**src/hw/rtl/ordp_pkg.sv**
```systemverilog
`timescale 1ns / 1ps
// ----------------------------------------------------------------------------
// ordp_pkg
// Shared types, register indexes and reset values for the one-wire reset and
// presence detector.
// ----------------------------------------------------------------------------
package ordp_pkg;

  localparam int unsigned CfgW    = 8;
  localparam int unsigned CfgIdxW = 3;
  localparam int unsigned CountW  = 8;

  // Reset values in ticks of about 5 us
  localparam logic [CfgW-1:0] ResetLowDefault      = CfgW'(500 / 5);
  localparam logic [CfgW-1:0] RiseTimeoutDefault   = CfgW'(60 / 5);
  localparam logic [CfgW-1:0] PresStartDefault     = CfgW'(120 / 5);
  localparam logic [CfgW-1:0] PresEndDefault       = CfgW'(300 / 5);

  localparam logic [CountW-1:0] CountMax = {CountW{1'b1}};

  // Register indexes on the configuration port
  localparam logic [CfgIdxW-1:0] CFG_RESET_LOW   = CfgIdxW'(0);
  localparam logic [CfgIdxW-1:0] CFG_RISE_TMO    = CfgIdxW'(1);
  localparam logic [CfgIdxW-1:0] CFG_PRES_START  = CfgIdxW'(2);
  localparam logic [CfgIdxW-1:0] CFG_PRES_END    = CfgIdxW'(3);

  typedef enum logic [2:0] {
    PH_OFF       = 3'd0,
    PH_ARMED     = 3'd1,
    PH_RESET_LOW = 3'd2,
    PH_RISING    = 3'd3,
    PH_WAIT_LOW  = 3'd4,
    PH_WAIT_HIGH = 3'd5,
    PH_FOUND     = 3'd6,
    PH_FAILED    = 3'd7
  } phase_e;

  typedef struct packed {
    logic cmd;
    logic line_level;
  } in_item_t;

  typedef struct packed {
    logic       drive_level;
    logic [2:0] status;
    logic       short_detected;
  } out_item_t;

  typedef struct packed {
    logic [CfgW-1:0] reset_low_ticks;
    logic [CfgW-1:0] rise_timeout_ticks;
    logic [CfgW-1:0] presence_start_ticks;
    logic [CfgW-1:0] presence_end_ticks;
  } cfg_t;

  typedef struct packed {
    phase_e            phase;
    logic [CountW-1:0] tick_count;
    logic              drive;
    logic              short_flag;
  } seq_state_t;

endpackage

```
**src/hw/rtl/onewire_reset_presence_detect_unit.sv**
```systemverilog
`timescale 1ns / 1ps
// ----------------------------------------------------------------------------
// onewire_reset_presence_detect_unit
// One-wire bus master reset pulse generator and presence detector.
// ----------------------------------------------------------------------------
// Each input item is either a start command or one timer tick (about 5 us)
// carrying the sampled bus level; every item yields exactly one result item
// with the transmit pin level, the sequence status and, on failure, whether
// the bus looked shorted. The block takes one item per clock while results drain:
// an input register feeds a single pass of next-state logic into a result
// register, so an item's result is offered once it has passed both registers
// and is held there until taken. While a finished result waits to be taken
// the input register still takes one more item, then the input stalls until
// the result drains. The four timing registers (reset low time, rise timeout,
// presence start and end timeouts, all in ticks) must be written by the user
// through the write port only while the block is idle; the block does not enforce it.
// ----------------------------------------------------------------------------
module onewire_reset_presence_detect_unit (
  input  logic                          clk_i,
  input  logic                          rst_ni,
  // configuration write port
  input  logic                          cfg_we_i,
  input  logic [ordp_pkg::CfgIdxW-1:0]  cfg_index_i,
  input  logic [ordp_pkg::CfgW-1:0]     cfg_data_i,
  // input channel
  input  logic                          in_valid_i,
  output logic                          in_stall_o,
  input  ordp_pkg::in_item_t            in_item_i,
  // result channel
  output logic                          out_valid_o,
  input  logic                          out_stall_i,
  output ordp_pkg::out_item_t           out_item_o
);

  ordp_pkg::cfg_t       cfg;
  ordp_pkg::seq_state_t state_q, state_d;
  ordp_pkg::out_item_t  result_d, result_q;
  ordp_pkg::in_item_t   item_q;
  logic                 item_valid_q;
  logic                 out_valid_q;
  logic                 out_free;
  logic                 advance;
  logic                 in_take;

  ordp_cfg u_cfg (
    .clk_i       (clk_i),
    .rst_ni      (rst_ni),
    .cfg_we_i    (cfg_we_i),
    .cfg_index_i (cfg_index_i),
    .cfg_data_i  (cfg_data_i),
    .cfg_o       (cfg)
  );

  ordp_step u_step (
    .state_i  (state_q),
    .item_i   (item_q),
    .cfg_i    (cfg),
    .state_o  (state_d),
    .result_o (result_d)
  );

  // Result register is free when empty or being taken this cycle
  assign out_free   = !out_valid_q || !out_stall_i;
  // Move the held item through the step logic into the result register
  assign advance    = item_valid_q && out_free;
  // Hold off the source only while the input register cannot drain
  assign in_stall_o = item_valid_q && !out_free;
  assign in_take    = in_valid_i && !in_stall_o;

  // Control: valid flags and sequence state
  always_ff @(posedge clk_i or negedge rst_ni) begin
    if (!rst_ni) begin
      item_valid_q       <= 1'b0;
      out_valid_q        <= 1'b0;
      state_q.phase      <= ordp_pkg::PH_OFF;
      state_q.tick_count <= '0;
      state_q.drive      <= 1'b1;
      state_q.short_flag <= 1'b0;
    end else begin
      if (in_take) begin
        item_valid_q <= 1'b1;
      end else if (advance) begin
        item_valid_q <= 1'b0;
      end
      if (advance) begin
        out_valid_q <= 1'b1;
        state_q     <= state_d;
      end else if (!out_stall_i) begin
        out_valid_q <= 1'b0;
      end
    end
  end

  // Payload: no reset needed
  always_ff @(posedge clk_i) begin
    if (in_take) begin
      item_q <= in_item_i;
    end
    if (advance) begin
      result_q <= result_d;
    end
  end

  assign out_valid_o = out_valid_q;
  assign out_item_o  = result_q;

  // The line is pulled low exactly during the reset pulse
  a_drive_low_in_reset: assert property (@(posedge clk_i) disable iff (!rst_ni)
    (state_q.drive == 1'b0) == (state_q.phase == ordp_pkg::PH_RESET_LOW))
    else $error("drive level out of step with reset phase");

  // Short flag is only reported on failure
  a_short_only_failed: assert property (@(posedge clk_i) disable iff (!rst_ni)
    out_valid_o && out_item_o.short_detected |->
      out_item_o.status == 3'(ordp_pkg::PH_FAILED))
    else $error("short reported outside failed status");

  // Every item that leaves the input register lands in the result register
  a_advance_fills_out: assert property (@(posedge clk_i) disable iff (!rst_ni)
    advance |=> out_valid_o)
    else $error("advanced item lost before result register");

  // The input register never holds an item while one is taken and none drains
  a_no_overwrite: assert property (@(posedge clk_i) disable iff (!rst_ni)
    in_take |-> !item_valid_q || advance)
    else $error("held item overwritten");

endmodule

```
**src/hw/rtl/ordp_cfg.sv**
```systemverilog
`timescale 1ns / 1ps
// ----------------------------------------------------------------------------
// ordp_cfg
// Timing register file, written through a plain write port.
// ----------------------------------------------------------------------------
module ordp_cfg (
  input  logic                          clk_i,
  input  logic                          rst_ni,
  input  logic                          cfg_we_i,
  input  logic [ordp_pkg::CfgIdxW-1:0]  cfg_index_i,
  input  logic [ordp_pkg::CfgW-1:0]     cfg_data_i,
  output ordp_pkg::cfg_t                cfg_o
);

  ordp_pkg::cfg_t cfg_q, cfg_d;

  always_comb begin
    cfg_d = cfg_q;
    if (cfg_we_i) begin
      unique case (cfg_index_i)
        ordp_pkg::CFG_RESET_LOW:  cfg_d.reset_low_ticks      = cfg_data_i;
        ordp_pkg::CFG_RISE_TMO:   cfg_d.rise_timeout_ticks   = cfg_data_i;
        ordp_pkg::CFG_PRES_START: cfg_d.presence_start_ticks = cfg_data_i;
        ordp_pkg::CFG_PRES_END:   cfg_d.presence_end_ticks   = cfg_data_i;
        default:                  cfg_d = cfg_q; // drop writes beyond the list
      endcase
    end
  end

  always_ff @(posedge clk_i or negedge rst_ni) begin
    if (!rst_ni) begin
      cfg_q.reset_low_ticks      <= ordp_pkg::ResetLowDefault;
      cfg_q.rise_timeout_ticks   <= ordp_pkg::RiseTimeoutDefault;
      cfg_q.presence_start_ticks <= ordp_pkg::PresStartDefault;
      cfg_q.presence_end_ticks   <= ordp_pkg::PresEndDefault;
    end else begin
      cfg_q <= cfg_d;
    end
  end

  assign cfg_o = cfg_q;

endmodule

```
**src/hw/rtl/ordp_step.sv**
```systemverilog
`timescale 1ns / 1ps
// ----------------------------------------------------------------------------
// ordp_step
// Next-state and result logic for one item: a start command or one tick.
// ----------------------------------------------------------------------------
module ordp_step (
  input  ordp_pkg::seq_state_t  state_i,
  input  ordp_pkg::in_item_t    item_i,
  input  ordp_pkg::cfg_t        cfg_i,
  output ordp_pkg::seq_state_t  state_o,
  output ordp_pkg::out_item_t   result_o
);

  logic [ordp_pkg::CountW-1:0] count_inc;

  // Saturating tick count
  assign count_inc = (state_i.tick_count == ordp_pkg::CountMax) ?
                     state_i.tick_count : state_i.tick_count + 1'b1;

  always_comb begin
    state_o            = state_i;
    state_o.tick_count = count_inc;
    if (item_i.cmd) begin
      state_o.phase      = ordp_pkg::PH_ARMED;
      state_o.tick_count = '0;
      state_o.short_flag = 1'b0;
      state_o.drive      = 1'b1;
    end else begin
      unique case (state_i.phase)
        ordp_pkg::PH_ARMED: begin
          state_o.drive      = 1'b0;
          state_o.phase      = ordp_pkg::PH_RESET_LOW;
          state_o.tick_count = '0;
        end
        ordp_pkg::PH_RESET_LOW: begin
          if (count_inc >= cfg_i.reset_low_ticks) begin
            state_o.drive      = 1'b1;
            state_o.phase      = ordp_pkg::PH_RISING;
            state_o.tick_count = '0;
          end
        end
        ordp_pkg::PH_RISING: begin
          if (item_i.line_level) begin
            state_o.phase      = ordp_pkg::PH_WAIT_LOW;
            state_o.tick_count = '0;
          end else if (count_inc >= cfg_i.rise_timeout_ticks) begin
            state_o.phase      = ordp_pkg::PH_FAILED;
            state_o.short_flag = 1'b1;
          end
        end
        ordp_pkg::PH_WAIT_LOW: begin
          if (!item_i.line_level) begin
            state_o.phase      = ordp_pkg::PH_WAIT_HIGH;
            state_o.tick_count = '0;
          end else if (count_inc >= cfg_i.presence_start_ticks) begin
            state_o.phase      = ordp_pkg::PH_FAILED;
            state_o.short_flag = 1'b0;
          end
        end
        ordp_pkg::PH_WAIT_HIGH: begin
          if (item_i.line_level) begin
            state_o.phase = ordp_pkg::PH_FOUND;
          end else if (count_inc >= cfg_i.presence_end_ticks) begin
            state_o.phase      = ordp_pkg::PH_FAILED;
            state_o.short_flag = 1'b0;
          end
        end
        default: begin
          // off, found and failed: only the count advances
        end
      endcase
    end
  end

  assign result_o.drive_level    = state_o.drive;
  assign result_o.status         = 3'(state_o.phase);
  assign result_o.short_detected = (state_o.phase == ordp_pkg::PH_FAILED) ?
                                   state_o.short_flag : 1'b0;

endmodule

```
**config.mk**
```make
export PLATFORM = sky130hd
export DESIGN_NAME = onewire_reset_presence_detect_unit
export DESIGN_NICKNAME = d
export VERILOG_FILES = /design/src/hw/rtl/ordp_pkg.sv /design/src/hw/rtl/onewire_reset_presence_detect_unit.sv /design/src/hw/rtl/ordp_cfg.sv /design/src/hw/rtl/ordp_step.sv
export SDC_FILE = /design/constraint.sdc
export NUM_CORES = 1
export LEC_CHECK = 0
export ABC_CLOCK_PERIOD_IN_PS = 7800
export BUFFER_PORTS_ARGS = -buffer_cell sky130_fd_sc_hd__buf_4
export CORE_MARGIN = 4
export CORE_UTILIZATION = 34
export CTS_CLUSTER_DIAMETER = 100
export DETAILED_ROUTE_END_ITERATION = 16
export PLACE_DENSITY = 0.47
export SKIP_CTS_REPAIR_TIMING = 1
export SYNTH_ARGS = -nofsm -noshare
export SYNTH_HDL_FRONTEND = slang
export SYNTH_SLANG_ARGS = --single-unit
```
**constraint.sdc**
```tcl
create_clock -name clk_i -period 7.8 [get_ports clk_i]
set_clock_uncertainty 0.05 [all_clocks]
set_input_delay 1.56 -clock clk_i [delete_from_list [all_inputs] [get_ports clk_i]]
set_output_delay 1.56 -clock clk_i [all_outputs]
set_load 0.005 [all_outputs]
```
==> out/results.tsv, run 1 <==
metric	value	unit
slew_headroom	0.589	
fin_util	0.400	
grt_max_degree	48	
synth_cell_types	54	
grt_pass1_wl	12000	um
drive_gt1_frac	0.212	
reg2reg_slack	4.06	ns
ys_seq_area_frac	0.446	
required	8.00	ns
final_antenna_net_count	0	
syn_area	0.00314	mm2
worstMarginPinSlew	0.616	ns
reg2reg_depth	11	
die_width	104	um
clk_latency	0.31	ns
viasPerCell	5.12	
synth_edf_count	7	
htree_levels	2	
antenna_found_initial	0	
drv_slew	0	
core_area	0.00885	mm2
grt_pass1_vias	2358	
ys.flop_type	dfrtp_1	
hold_path_depth	1	
cp_cell_sequence	ha_1 -> and3_1 -> nand4_1 -> xnor2_1 -> ha_1 -> nand2b_4 -> a2111oi_4 -> a2111oi_2 -> or3_1 -> a221o_1 -> mux2_4	
clockBufferDepth	2	
setup_violations	0	
synth_seq_cells	54	
cts_sinks	54	
fin_crit_sh	0.480	
grt_use_total	0.136	
layout_common_cells	nand2_1, dfrtp_1, ha_1	
holdPathEnd	u_cfg.cfg_o[8]	
synth_nets	358	
drtIter0Drc	48	
cp_slowest_cell	xnor2_1	
rsz0062_at_grt	no	
fmaxAchievable	267	MHz
leakage	1.63	nW
ys.warnings.count	0	
io_buffers	24	
setup-tns-final	0	ns
drt_pass1_iterations	4	
diodes	0	
dieArea	0.0108	mm2
netlist_instances	307	
critPathLaunchType	flop	
power_density	222	mW/mm2
clk_pin_slew_worst_paths	0.10	ns
remaining_drc_errors	0	
io_pins	25	
synth-async-reset-ratio	0.870	
cts_tree	yes	
cpPeakStageDelay	0.54	ns
crit_path_end_kind	flop	
crit_top_cell	ha_1	
timing.hold.ws	0.478	ns
gp_congestion	0.800	
fin_nets	385	
final_common_cell	nand2_1	
hold_viol	0	
reg2reg_from	state_q[2]	
min_from	u_cfg.cfg_o[8]	
drv_cap	0	
status	finished, final reports clean	
cts-buffers-inserted	5	
overflow	0	
postSynthAreaPerCell	10.2	um2
cp_max_fo	8	
start_util	0.355	
rows	34	
cts-root-buf	clkbuf_8	
chipHeight	104	um
wire_per_inst	15.5	um
finalWirelength	6870	um
syn2layout_area_growth	12.6	%
dp_hpwl	5250	um
timing.rr.end	state_q[1]	
vias	2266	
crit_type	reg -> reg	
num-fill-cells	886	
hold_path.class	reg -> reg	
vdd_drop_max	0.0000883	V
period_needed	3.74	ns
critPathArrivalTime	3.94	ns
## state kept, by name (all words and copies together) (netlist names)
name / flops
out_item_o: 5
out_valid_o: 1
item_q: 2
u_cfg.cfg_o: 32
item_valid_q: 1
state_q: 13
## logic make-up after synthesis
| group | Yosys count | share of synthesized area |
|---|---|---|
| AND/OR/NAND/NOR | 93 | 0.156 |
| AO/OA/AOI/OAI | 69 | 0.152 |
| flip-flops | 54 | 0.446 |
| buffers and inverters | 39 | 0.0474 |
| adder cells (fa/ha/maj) | 33 | 0.131 |
| multiplexers | 17 | 0.0621 |
| XOR/XNOR | 2 | 0.00557 |
## routing by layer
metal  GRT usage  routed length [um]
met5           0                   0
met4      0.0285                  19
met3      0.0230                 157
met2       0.215                3050
met1       0.196                3640
## Yosys cell counts, types with 4 or more instances
master	number	area, um2
a2111oi_0	4	35.0
a21oi_1	9	45.0
a22o_1	6	52.6
and2_1	4	25.0
dfrtp_1	35	876
dfstp_2	12	315
edfxtp_1	7	210
ha_1	33	413
inv_1	32	120
mux2_2	15	169
nand2_1	39	146
nand2b_1	5	31.3
nand3_1	6	30.0
nor2_1	13	48.8
o21a_1	4	30.0
o21ai_0	19	95.1
o21ai_1	10	50.1
## per-stage QoR
stage	instances	power [mW]	setup WS, ns	cell area [um2]
global placement	435	0.628	4.15	3450
detailed placement	435	0.632	4.06	3450
CTS	443	0.797	4.04	3540
finish	443	0.786	4.06	3540
floorplan	307	0.558	4.48	3140
global route	443	0.851	3.83	3540
## worst max-delay path by stage
stage	start	to	slack (ns)	cells past startpoint
finish	state_q[2]	state_q[1]	4.06	11
global route	state_q[2]	out_item_o[0]	3.83	11
CTS	state_q[2]	state_q[1]	4.04	11
detailed placement	state_q[2]	state_q[1]	4.06	11
global placement	state_q[2]	state_q[1]	4.15	11
floorplan	out_stall_i	in_stall_o	4.48	2
## layout make-up
cell class	instances	area [um2]	share of cell area
inverter	34	128	0.0361
clock inverter	3	18.8	0.00530
tap	108	135	0.0382
sequential	54	1400	0.396
timing repair buffer	25	188	0.0530
clock buffer	5	68.8	0.0194
multi-input combinational	214	1600	0.452
## where the power goes
part	internal, mW	switching (mW)
logic	0.114	0.124
registers	0.348	0.0387
clock network	0.0638	0.0969
## worst max-delay path: cells and delay by family (launching register included)
family                   cells  cell delay (ns)
AO/OA/AOI/OAI                3             0.82
XOR/XNOR                     1             0.54
adder cells (fa/ha/maj)      2             0.55
flip-flops                   1             0.46
multiplexers                 1             0.26
AND/OR/NAND/NOR              4             1.00
Note: power is estimated with default switching activity, not from simulation.
==> run 2: changes to the inputs <==
--- a/config.mk
+++ b/config.mk
@@ -5,13 +5,13 @@
 export SDC_FILE = /design/constraint.sdc
 export NUM_CORES = 1
 export LEC_CHECK = 0
-export ABC_CLOCK_PERIOD_IN_PS = 7800
+export ABC_CLOCK_PERIOD_IN_PS = 3300
 export BUFFER_PORTS_ARGS = -buffer_cell sky130_fd_sc_hd__buf_4
 export CORE_MARGIN = 4
 export CORE_UTILIZATION = 34
 export CTS_CLUSTER_DIAMETER = 100
 export DETAILED_ROUTE_END_ITERATION = 16
-export PLACE_DENSITY = 0.47
+export PLACE_DENSITY = 0.49
 export SKIP_CTS_REPAIR_TIMING = 1
 export SYNTH_ARGS = -nofsm -noshare
 export SYNTH_HDL_FRONTEND = slang
==> constraint.sdc (replaced) <==
create_clock -name clk_i -period 3.3 [get_ports clk_i]
set_clock_uncertainty 0.05 [all_clocks]
set_input_delay 0.66 -clock clk_i [delete_from_list [all_inputs] [get_ports clk_i]]
set_output_delay 0.66 -clock clk_i [all_outputs]
set_load 0.005 [all_outputs]
==> run 2 against run 1 <==
- sequential power grew 130%
- non-clock buffer count grew 23
- global-route usage grew 0.059 points
- critical path type unchanged
- first-iteration DRC count grew to 2.9 times the previous value
- total power grew to 2.6 times the previous value
==> out/results.tsv, run 2 (same netlist as run 1, synthesis figures left out) <==
metric	value	unit	change
grt_pass1_wl	11900	um	was 12000 um
fmaxAchievable	305	MHz	was 267 MHz
core_area	0.00885	mm2	unchanged
status	finished, final reports clean		unchanged
diodes	0		unchanged
cts-buffers-inserted	5		unchanged
syn2layout_area_growth	21.7	%	was 12.6%
pwr-share-comb	0.355		was 0.303
largest_reg_flops	32		unchanged
cp_max_fo	5		was 8
cts_tree	yes		unchanged
final_common_cell	buf_4		was nand2_1
num-fill-cells	880		was 886
drv_cap	0		unchanged
gp_congestion	0.764		was 0.800
grt_max_degree	48		unchanged
grt_pass1_vias	2309		was 2358
final_cell_area	0.00382	mm2	was 0.00354 mm2
rsz0062_at_grt	yes		was no
fin_nets	408		was 385
clockBufferDepth	2		unchanged
critPathArrivalTime	3.41	ns	was 3.94 ns
dp_hpwl	5420	um	was 5250 um
leakage	1.77	nW	was 1.63 nW
wire_per_inst	15.7	um	was 15.5 um
start_util	0.355		unchanged
cts_sinks	54		unchanged
io_pins	25		unchanged
worstMarginPinSlew	0.622	ns	was 0.616 ns
htree_levels	2		unchanged
drtIter0Drc	138		was 48
setup_violations	0		unchanged
cts-root-buf	clkbuf_8		unchanged
dieArea	0.0108	mm2	unchanged
period_needed	3.28	ns	was 3.74 ns
fin_crit_sh	0.993		was 0.480
finalWirelength	7320	um	was 6870 um
hold_path.class	in -> async		was reg -> reg
vdd_drop_max	0.000202	V	was 0.0000883 V
place_inst	454		was 435
overflow	0		unchanged
p_sw	666	uW	was 260 uW
placed_cell_area	0.00359	mm2	was 0.00345 mm2
critPathLaunchType	flop		unchanged
pwr-share-clk	0.194		was 0.205
chipHeight	104	um	unchanged
switching_share	0.331		about the same
power_density	527	mW/mm2	was 222 mW/mm2
rows	34		unchanged
crit_path_end_kind	flop		unchanged
viasPerCell	5.10		was 5.12
seqPwrFrac	0.451		was 0.493
setup_slack	0.0233	ns	was 4.06 ns
crit_type	reg -> reg		unchanged
drt_pass1_iterations	4		unchanged
total_power	2.01	mW	was 786 uW
required	3.44	ns	was 8.00 ns
vias	2378		was 2266
final_antenna_net_count	0		unchanged
remaining_drc_errors	0		unchanged
finalNonFillerCells	466		was 443
antenna_found_initial	0		unchanged
pre_cts_ws	-0.0418	ns	was 4.06 ns
clk_latency	0.31	ns	about the same
die_width	104	um	unchanged
fin_util	0.432		was 0.400
drv_slew	0		unchanged
drive_gt1_frac	0.313		was 0.212
layout_common_cells	buf_4, nand2_1, dfrtp_1		was nand2_1, dfrtp_1, ha_1
clk_pin_slew_worst_paths	0.10	ns	about the same
grt_use_total	0.137		was 0.136
p_int	1.35	mW	was 526 uW
io_buffers	24		unchanged
slew_headroom	0.585		was 0.589
hold_viol	0		unchanged
run 2: cell types whose count changed in the layout (fill, tap and decap cells not counted), moves of 2 or more:
cell       delta
o21a_1        -2
ha_4          +2
nor2_2        +2
ha_1          -3
o21a_2        +2
buf_4        +23
a2111oi_0     -3
nor2_1        -2
run 2: layout make-up:
class                   count  area [um2]  area share
multi-input cells         214        1710       0.447
clock inverters             1        5.00     0.00131
inverters                  34         128      0.0334
clock buffers               7        86.3      0.0226
well taps                 108         135      0.0353
repair buffers             48         360      0.0942
flip-flops and latches     54        1400       0.366
run 2: power by group through the flow:
stage	clock [mW]	sequential (mW)	combinational, mW
floorplan	0	0.887	0.432
global placement	0	0.917	0.604
detailed placement	0	0.919	0.609
CTS	0.403	0.907	0.616
global route	0.427	0.929	0.801
finish	0.390	0.909	0.715
run 2: worst max-delay path, stage by stage, from the launching register on:
cell and delay [ns]:
dfrtp_1 0.40, ha_2 0.19, and3_4 0.18, nand4_1 0.21
nand4_1 0.19, xnor2_2 0.21, ha_1 0.29, o21a_1 0.13
nor2_2 0.05, or4_4 0.49, a32o_2 0.31, nor4_4 0.24
and4_1 0.22
run 2: metrics by stage:
stage               setup TNS (ns)  hold WS [ns]
detailed placement          -0.102         0.447
global placement           -0.0461         0.442
finish                           0         0.302
global route                -0.318         0.357
CTS                         -0.199         0.330
floorplan                        0         0.314
run 2: metal layers:
metal | global-route usage | up-vias | part of all wire
met2 | 0.216 | 30 | 0.45
met1 | 0.196 | 1152 | 0.52
met3 | 0.0192 | 6 | 0.018
li1 | - | 1190 | -
met5 | 0 | - | 0
met4 | 0.0370 | 0 | 0.012
run 2: worst paths after layout:
kind	start	cells after the start	slack (ns)	to
worst max-delay path	state_q[3]	12	0.02	out_item_o[0]
worst min-delay path	rst_ni	1	0.30	u_cfg.cfg_o[24]
worst max register to register	state_q[3]	12	0.02	out_item_o[0]
worst min register to register	u_cfg.cfg_o[6]	1	0.47	u_cfg.cfg_o[6]
max in group asynchronous	rst_ni	1	2.47	item_valid_q
min in group clk_i	u_cfg.cfg_o[6]	1	0.47	u_cfg.cfg_o[6]
==> run 3: changes to the inputs <==
--- a/config.mk
+++ b/config.mk
@@ -7,6 +7,7 @@
 export LEC_CHECK = 0
 export ABC_CLOCK_PERIOD_IN_PS = 3300
 export BUFFER_PORTS_ARGS = -buffer_cell sky130_fd_sc_hd__buf_4
+export CORE_ASPECT_RATIO = 1.5
 export CORE_MARGIN = 4
 export CORE_UTILIZATION = 34
 export CTS_CLUSTER_DIAMETER = 100
==> run 3 against run 2 <==
- via count shrank 0.55%
- hold slack gained 0.026 ns
- flip-flop and latch count is the same
- sequential power is essentially flat
- cell area grew 0.72%
- sequential share of layout area shrank 0.26 points
- cell count is the same
- register-to-register slack gained 0.03 ns
- utilization shrank 0.10 points
- first-iteration DRC count shrank 53%
- largest cell class unchanged
- largest power group unchanged
- highest routed layer unchanged
==> out/results.tsv, run 3 (same netlist as run 1, synthesis figures left out) <==
metric	value	unit	change
required	3.42	ns	was 3.44 ns
period_needed	3.25	ns	was 3.28 ns
worstMarginPinSlew	0.623	ns	was 0.622 ns
timing.rr.end	out_item_o[0]		unchanged
total_power	2.13	mW	was 2.01 mW
met1_length	3090	um	was 3840 um
cts-root-buf	clkbuf_16		was clkbuf_8
setup-tns-final	0	ns	unchanged
cts-buffers-inserted	5		unchanged
reg2reg_depth	13		was 12
wire_per_inst	16.0	um	was 15.7 um
clk_latency	0.30	ns	was 0.31 ns
cpPeakStageDelay	0.50	ns	was 0.49 ns
viasPerCell	5.08		was 5.10
fin_crit_sh	0.984		was 0.993
vias	2365		was 2378
pwr-share-comb	0.320		was 0.355
largest_reg_flops	32		unchanged
fin_nets	406		was 408
drt_pass1_iterations	4		unchanged
multi_input_area	0.00169	mm2	was 0.00171 mm2
placed_cell_area	0.00359	mm2	about the same
overflow	0		unchanged
num-fill-cells	894		was 880
wl_met2	3890	um	was 3260 um
drv_cap	0		unchanged
grt_pass1_wl	12000	um	was 11900 um
io_buffers	24		unchanged
slew_headroom	0.584		was 0.585
vdd_drop_max	0.000253	V	was 0.000202 V
antenna_found_initial	0		unchanged
top_layer	met4		unchanged
seqCellArea	0.00140	mm2	unchanged
clk_pin_slew_worst_paths	0.07	ns	was 0.10 ns
dp_hpwl	5800	um	was 5420 um
chipHeight	126	um	was 104 um
path_buf_inv	1		was 0
p_int	1.46	mW	was 1.35 mW
switching_share	0.318		was 0.331
status	finished, final reports clean		unchanged
final_common_cell	buf_4		unchanged
layout_common_cells	buf_4, nand2_1, dfrtp_1		unchanged
final_antenna_net_count	0		unchanged
crit_path_end_kind	flop		unchanged
rsz0062_at_grt	yes		unchanged
wl_met3	205	um	was 133 um
drtIter0Drc	65		was 138
cts_sinks	54		unchanged
rows	42		was 34
clockBufferDepth	2		unchanged
crit_type	reg -> reg		unchanged
final_cell_area	0.00385	mm2	was 0.00382 mm2
drv_slew	0		unchanged
reg2reg_from	state_q[3]		unchanged
core_area	0.00893	mm2	was 0.00885 mm2
cp_max_fo	7		was 5
leakage	1.80	nW	was 1.77 nW
drive_gt1_frac	0.301		was 0.313
crit_family	simple AND/OR/NAND/NOR gates		unchanged
cp_slowest_cell	or4_4		unchanged
grt_pass1_vias	2348		was 2309
critPathLaunchType	flop		unchanged
htree_levels	2		unchanged
hold_viol	0		unchanged
pwr-share-clk	0.254		was 0.194
gp_congestion	0.823		was 0.764
setup_violations	0		unchanged
power_density	554	mW/mm2	was 527 mW/mm2
diodes	0		unchanged
hold_path.class	in -> async		unchanged
dieArea	0.0109	mm2	was 0.0108 mm2
cts_tree	yes		unchanged
grt_use_total	0.143		was 0.137
die_width	86.5	um	was 104 um
p_sw	677	uW	was 666 uW
remaining_drc_errors	0		unchanged
cp_cell_sequence	ha_2 -> and3_4 -> nand4_1 -> buf_6 -> nand4_1 -> xnor2_2 -> ha_1 -> o21a_1 -> nor2_1 -> or4_4 -> a32o_2 -> nor4_4 -> and4_1		was ha_2 -> and3_4 -> nand4_1 -> nand4_1 -> xnor2_2 -> ha_1 -> o21a_1 -> nor2_2 -> or4_4 -> a32o_2 -> nor4_4 -> and4_1
finalWirelength	7460	um	was 7320 um
crit_top_cell	nand4_1		unchanged
syn2layout_area_growth	22.6	%	was 21.7%
start_util	0.352		was 0.355
grt_max_degree	48		unchanged
io_pins	25		unchanged
seqPwrFrac	0.426		was 0.451
fmaxAchievable	308	MHz	was 305 MHz
reg2reg_slack	0.05	ns	was 0.02 ns
critPathArrivalTime	3.36	ns	was 3.41 ns
==> run 3: changes by cell type in the layout (fill, tap and decap cells not counted), moves of 2 or more <==
cell | previous run | this run
buf_4 | 48 | 45
clkbuf_16 | 0 | 5
clkbuf_8 | 6 | 0
nor2_1 | 11 | 13
nor2_2 | 2 | 0
o21a_1 | 2 | 4
o21a_2 | 2 | 0
==> run 3: power groups by stage <==
stage               registers, mW  logic [mW]  clock network (mW)
finish                      0.909       0.682               0.542
global route                0.926       0.775               0.585
CTS                         0.906       0.618               0.561
detailed placement          0.919       0.607                   0
global placement            0.916       0.600                   0
floorplan                   0.887       0.432                   0
==> run 3: area by class of cell <==
type                       count  area share
inverter                      34      0.0331
multi-input combinational    214       0.438
clock buffer                   5      0.0325
tap                          110      0.0357
clock inverter                 3     0.00617
timing repair buffer          46      0.0906
sequential                    54       0.364
==> run 3: stage by stage <==
| stage | cells | worst slack, ns | util | hold WS (ns) |
|---|---|---|---|---|
| after detailed placement | 455 | -0.0826 | 0.402 | 0.446 |
| after floorplan | 307 | 0.0395 | - | 0.314 |
| after CTS | 463 | -0.117 | 0.418 | 0.364 |
| after global placement | 455 | -0.0163 | 0.402 | 0.440 |
| final | 466 | 0.0534 | 0.431 | 0.327 |
| after global routing | 466 | -0.0906 | 0.431 | 0.377 |
==> run 3: worst register-to-register path: cells and delay by family, from the launching register on <==
family | cells | cell delay (ns)
simple gates | 7 | 1.45
fa+ha+maj | 2 | 0.48
compound gates | 2 | 0.42
flops | 1 | 0.38
xor+xnor | 1 | 0.19
buf+inv | 1 | 0.15
==> run 3: worst max path at each step <==
| stage | start | end | depth (start not counted) | slack [ns] |
|---|---|---|---|---|
| 6_report | state_q[3] | out_item_o[0] | 13 | 0.05 |
| 5_1_grt | state_q[3] | out_item_o[0] | 13 | -0.09 |
| 4_1_cts | state_q[2] | out_item_o[0] | 13 | -0.12 |
| 3_5_place_dp | state_q[2] | out_item_o[0] | 13 | -0.08 |
| 3_3_place_gp | state_q[2] | out_item_o[0] | 13 | -0.02 |
| 2_1_floorplan | state_q[2] | state_q[1] | 11 | 0.04 |
==> run 3: routing by layer <==
metal	track usage	vias up
li1	-	1184
met2	0.245	40
met1	0.169	1127
met4	0.0706	0
met5	0	-
met3	0.0229	14
